===== src/rtl/rscs_pkg.sv =====
package rscs_pkg;

  // sizes
  localparam int DEPTH_DEF = 16;
  localparam int DIM_W     = 13;
  localparam int CRD_W     = 14;
  localparam int BOX_XW    = 15;
  localparam int BOX_WW    = 14;
  localparam int CW        = 19;
  localparam int SAT_W     = 31;
  localparam int PROD_W    = 30;
  localparam int DIV_STEPS = PROD_W / 2;
  localparam int STEP_W    = $clog2(DIV_STEPS);
  localparam int MARG_W    = 26;
  localparam int ROT_W     = 2;
  localparam int CFG_IDX_W = 3;
  localparam int STAT_W    = 2;

  // register indexes
  localparam logic [CFG_IDX_W-1:0] REG_SCREEN_W = 3'd0;
  localparam logic [CFG_IDX_W-1:0] REG_SCREEN_H = 3'd1;
  localparam logic [CFG_IDX_W-1:0] REG_WINDOW_W = 3'd2;
  localparam logic [CFG_IDX_W-1:0] REG_WINDOW_H = 3'd3;
  localparam logic [CFG_IDX_W-1:0] REG_OFFSET_X = 3'd4;
  localparam logic [CFG_IDX_W-1:0] REG_OFFSET_Y = 3'd5;
  localparam logic [CFG_IDX_W-1:0] REG_ROTATION = 3'd6;
  localparam logic [CFG_IDX_W-1:0] REG_MARGINS  = 3'd7;

  // status codes
  localparam logic [STAT_W-1:0] ST_OK         = 2'd0;
  localparam logic [STAT_W-1:0] ST_POP_EMPTY  = 2'd1;
  localparam logic [STAT_W-1:0] ST_PUSH_FULL  = 2'd2;

  // rotation codes
  localparam logic [ROT_W-1:0] ROT_0   = 2'd0;
  localparam logic [ROT_W-1:0] ROT_90  = 2'd1;
  localparam logic [ROT_W-1:0] ROT_180 = 2'd2;
  localparam logic [ROT_W-1:0] ROT_270 = 2'd3;

  // result source select
  localparam logic [1:0] SEL_ZERO = 2'd0;
  localparam logic [1:0] SEL_SRC  = 2'd1;
  localparam logic [1:0] SEL_SCL  = 2'd2;

  // saturation bounds
  localparam logic signed [SAT_W-1:0] XY_MIN = SAT_W'(-16384);
  localparam logic signed [SAT_W-1:0] XY_MAX = SAT_W'(16383);
  localparam logic signed [SAT_W-1:0] WH_MAX = SAT_W'(16383);

  // one stack entry
  typedef struct packed {
    logic signed [BOX_XW-1:0] x;
    logic signed [BOX_XW-1:0] y;
    logic [BOX_WW-1:0]        w;
    logic [BOX_WW-1:0]        h;
  } box_t;

  localparam int BOX_W = $bits(box_t);

  // controller to datapath
  typedef struct packed {
    logic              load;
    logic              xform;
    logic              rd_en;
    logic              cnt_dec;
    logic              clip_left;
    logic              clip_right;
    logic              use_top;
    logic              src_top;
    logic              scl_start;
    logic              emit;
    logic [1:0]        emit_sel;
    logic [STAT_W-1:0] emit_status;
  } cmd_t;

  // datapath to controller
  typedef struct packed {
    logic req_pop;
    logic cnt_zero;
    logic cnt_one;
    logic cnt_full;
    logic scale_en;
    logic div_done;
  } stat_t;

  function automatic logic signed [BOX_XW-1:0] sat_xy(input logic signed [SAT_W-1:0] v);
    if (v < XY_MIN) return XY_MIN[BOX_XW-1:0];
    if (v > XY_MAX) return XY_MAX[BOX_XW-1:0];
    return v[BOX_XW-1:0];
  endfunction

  function automatic logic [BOX_WW-1:0] sat_wh(input logic signed [SAT_W-1:0] v);
    if (v < 0) return '0;
    if (v > WH_MAX) return WH_MAX[BOX_WW-1:0];
    return v[BOX_WW-1:0];
  endfunction

endpackage


===== src/rtl/rscs_ctrl.sv =====
module rscs_ctrl (
  input  logic            clk,
  input  logic            rst,
  input  logic            start,
  output logic            busy,
  input  rscs_pkg::stat_t stat,
  output rscs_pkg::cmd_t  cmd
);

  import rscs_pkg::*;

  localparam logic [2:0] S_IDLE = 3'd0;
  localparam logic [2:0] S_DISP = 3'd1;
  localparam logic [2:0] S_TOP  = 3'd2;
  localparam logic [2:0] S_CLIP = 3'd3;
  localparam logic [2:0] S_SCL  = 3'd4;
  localparam logic [2:0] S_WAIT = 3'd5;

  logic [2:0]        state, state_next;
  logic              push_new;
  logic [STAT_W-1:0] emit_st;

  assign busy = (state != S_IDLE);

  // next state and commands
  always_comb begin
    cmd        = '0;
    state_next = state;
    case (state)
      S_IDLE: begin
        if (start) begin
          cmd.load   = 1'b1;
          state_next = S_DISP;
        end
      end
      S_DISP: begin
        if (stat.req_pop) begin
          if (stat.cnt_zero) begin
            cmd.emit        = 1'b1;
            cmd.emit_sel    = SEL_ZERO;
            cmd.emit_status = ST_POP_EMPTY;
            state_next      = S_IDLE;
          end else if (stat.cnt_one) begin
            cmd.cnt_dec     = 1'b1;
            cmd.emit        = 1'b1;
            cmd.emit_sel    = SEL_ZERO;
            cmd.emit_status = ST_OK;
            state_next      = S_IDLE;
          end else begin
            cmd.cnt_dec = 1'b1;
            cmd.rd_en   = 1'b1;
            state_next  = S_TOP;
          end
        end else begin
          cmd.rd_en  = 1'b1;
          cmd.xform  = 1'b1;
          state_next = S_TOP;
        end
      end
      S_TOP: begin
        if (push_new) begin
          cmd.clip_left = 1'b1;
          cmd.use_top   = !stat.cnt_zero;
          state_next    = S_CLIP;
        end else begin
          cmd.src_top = 1'b1;
          state_next  = S_SCL;
        end
      end
      S_CLIP: begin
        cmd.clip_right = 1'b1;
        cmd.use_top    = !stat.cnt_zero;
        state_next     = S_SCL;
      end
      S_SCL: begin
        if (stat.scale_en) begin
          cmd.scl_start = 1'b1;
          state_next    = S_WAIT;
        end else begin
          cmd.emit        = 1'b1;
          cmd.emit_sel    = SEL_SRC;
          cmd.emit_status = emit_st;
          state_next      = S_IDLE;
        end
      end
      S_WAIT: begin
        if (stat.div_done) begin
          cmd.emit        = 1'b1;
          cmd.emit_sel    = SEL_SCL;
          cmd.emit_status = emit_st;
          state_next      = S_IDLE;
        end
      end
      default: state_next = S_IDLE;
    endcase
  end

  // state and request kind
  always_ff @(posedge clk) begin
    if (rst) begin
      state    <= S_IDLE;
      push_new <= 1'b0;
      emit_st  <= ST_OK;
    end else begin
      state <= state_next;
      if (state == S_DISP) begin
        push_new <= !stat.req_pop && !stat.cnt_full;
        emit_st  <= (!stat.req_pop && stat.cnt_full) ? ST_PUSH_FULL : ST_OK;
      end
    end
  end

endmodule


===== config.mk =====
export PLATFORM = sky130hd
export DESIGN_NAME = rscs_ctrl
export DESIGN_NICKNAME = d
export VERILOG_FILES = /design/src/rtl/rscs_pkg.sv /design/src/rtl/rscs_ctrl.sv
export SDC_FILE = /design/constraint.sdc
export NUM_CORES = 1
export LEC_CHECK = 0
export ABC_AREA = 1
export BUFFER_PORTS_ARGS = -buffer_cell sky130_fd_sc_hd__clkbuf_2
export CORE_AREA = 5 5 42 44
export DETAILED_ROUTE_END_ITERATION = 7
export DIE_AREA = 0 0 47 49
export GPL_TIMING_DRIVEN = 0
export SLEW_MARGIN = 40
export SYNTH_ARGS = -nofsm -noshare
export SYNTH_HDL_FRONTEND = slang
export SYNTH_SLANG_ARGS = --single-unit

===== constraint.sdc =====
create_clock -name clk -period 1.4 [get_ports clk]
set_clock_uncertainty 0.15 [all_clocks]
set_input_delay 0.14 -clock clk [delete_from_list [all_inputs] [get_ports clk]]
set_output_delay 0.14 -clock clk [all_outputs]
set_load 0.05 [all_outputs]

==> impl_metrics.toml <==
[critical_path]
cp_max_fo = 5
critPathArrivalTime_ps = 1270
rr_startpoint = "state[2]"
path_delay_family = "flip-flops"
crit_path_start = "state[1]"
required_ps = 1110
max_stage_delay_ps = 360
path_buf_inv = 3
cp-start-kind = "flop"
setup.worst_path.end_class = "output pin"
r2r_setup_slack_ps = 10
path_class = "flop to output pin"
cp_cell_sequence = "inv_6, nand3_4, inv_4, nand2_2, nor2_4, buf_8"
cp_slowest_cell = "dfxtp_4"
r2r_end = "push_new"
rr_worst_depth = 8

[worst_hold_path]
hold_depth = 4
hold_path_startpoint = "stat[0]"
hp-class = "input port to flop"
min_to = "state[0]"

[timing]
fmax_mhz = 640.8
finalSetupViolCount = 14
rsz0062_at_grt = "yes"
fin_crit_ps = 1561
setup_tns_ps = -1213
setup_ws_ps = -160.6
hold_violations = 0
slew_headroom_pct = 65.07
fin_hold_ws_ps = 53.01
drv_slew = 0
tightest_slew_ps = 518.4
post-route-period-util_pct = 111.5

[logic_synthesis]
synth.cell_area_um2 = 367.9
yosysSeqAreaShare_pct = 27.21
syn-num-nets = 69
ys_types = 16
synth_top_area_share_pct = 27.21
synthTopCellsByArea = "dfxtp_1 (27%), inv_1 (13%), nor2_1 (11%), nand2_1 (10%), nand3_2 (8.2%)"
syn_inst = 60
synth.avg_cell_area_um2 = 6.131
ys_seq_elements = 5
synth_warnings = 0
yosysTopAreaCell = "dfxtp_1"

[power_and_ir_drop]
peakVddDrop_uv = 571.2
power.density_nw_per_um2 = 827.0
p_leak_nw = 0.4189

[cells_and_area]
antenna_cells = 0
nNetsFinal = 112
synthToLayoutAreaGrowth_pct = 168.4
stdcell_count = 118
drive_above_1_share_pct = 72.55

[die]
start_util_pct = 26.25
core_um2 = 1401
rows = 14
die_area_um2 = 2303
fp.dieH_um = 49
io_pins = 24
fp.dieW_um = 47

[route]
num_vias = 538
ant_nets = 0
post_drt_via_cell_ratio = 4.559
dr.pass1.iters = 4
drtIter0Drc = 9
routed_wirelength_um = 1554
wire_per_inst_um = 13.17
drc = 0

[placement]
place.gp.congestion = 0.7611
port_buffers = 23
place_inst = 99
dp_hpwl_um = 831.3
dpl_worst_slack_ps = -201.6

[clock_network]
cts.sinks = 5
cts_buffers = 3
tritoncts = "yes"
clock_path_buffers = 2
clk_pin_slew_worst_paths_ps = 40
htreeDepth = 1
cts-root-buf = "clkbuf_4"
clk_latency_ps = 250

[global_route]
grt_pass1_vias = 541
grt_max_degree = 8
grt_usage_pct = 14.02
grt_pass1_wl_um = 2387
grt_remaining_overflow = 0
antenna_found_initial = 0

[run_status]
violations = "negative setup slack"
status = "finished, violations left"

[run]
maxCapViolCount = 0
[where the power goes]
group | internal [mW] | switching (mW) | leakage (nW) | total (mW)
sequential | 0.154 | 0.0281 | 0.0437 | 0.182
combinational | 0.207 | 0.258 | 0.360 | 0.465
clock | 0.108 | 0.0612 | 0.0150 | 0.169
total | 0.469 | 0.347 | 0.419 | 0.816
[repair_timing]
item | CTS | global route
buffers inserted | 8 | 5
hold buffers | 2 | 0
pin swaps | 4 | 5
gates resized for setup | 62 | 23
setup endpoints to repair | 15 | 15
hold endpoints to repair | 5 | 0
[cell usage in the layout, fill, tap and decap left out, types with 4 or more instances in the layout]
cell / n
inv_2: 5
nor2_1: 4
nand2_1: 7
inv_1: 6
buf_8: 13
a21oi_1: 4
nor2_4: 10
dfxtp_4: 4
clkbuf_2: 8
buf_4: 11
[cell type report]
cell class,count,area (um^2)
Fill cell,102,414.1
Tap cell,16,20.02
Clock buffer,4,26.28
Multi-Input combinational cell,41,352.8
Inverter,14,62.56
Timing Repair Buffer,38,410.4
Sequential cell,5,115.1
[worst max path at each step]
| stage | to | slack (ps) | cells past startpoint |
|---|---|---|---|
| final | cmd[10] | -160 | 6 |
| after global routing | cmd[7] | -220 | 3 |
| after CTS | cmd[7] | -180 | 5 |
| after detailed placement | cmd[1] | -200 | 5 |
| after global placement | cmd[1] | -210 | 5 |
| after floorplan | cmd[7] | -180 | 4 |
[worst register-to-register path, stage by stage, from the launching register on]
cell and delay (ps):
dfxtp_4 410, inv_4 50, nand3_4 120, inv_4 60
buf_4 130, buf_4 120, buf_4 120, nand2_1 50
a21oi_1 60
[Yosys cell counts, drive strengths merged]
cell type   n
nor2       15
a211oi      1
a31oi       1
nand3       4
nand2      11
o21ai       3
nor3        1
a21oi       4
inv        14
dfxtp       5
o22ai       1
[per-stage QoR]
stage          utilization (%)  instance area [um^2]  power [mW]
3_3_place_gp             38.84                 544.3      0.4264
3_5_place_dp             38.84                 544.3      0.4275
6_report                 70.45                 987.2      0.8164
4_1_cts                  63.39                 888.4      0.7320
5_1_grt                  70.45                 987.2      0.8670
2_1_floorplan                -                 409.1      0.3688
[registers in the layout, summed over array words and instances, names as in the netlist]
register  flops
emit_st       1
push_new      1
state         3
[logic make-up (layout without fill, tap and decap cells)]
| logic type | count (synthesis) | count (layout) | share of synthesized area (%) |
|---|---|---|---|
| simple gates | 31 | 31 | 43.54 |
| buf+inv | 14 | 56 | 14.29 |
| compound gates | 10 | 10 | 14.97 |
| flops | 5 | 5 | 27.21 |
[layer usage]
metal | vias up | track usage, % | share of wire [%]
met5 | - | 0 | 0
li1 | 273 | - | -
met2 | 8 | 23.08 | 62
met3 | 2 | 4.428 | 3.2
met1 | 255 | 17.40 | 35
met4 | 0 | 2.765 | 0.19
Power figures use the tool's default switching activity.
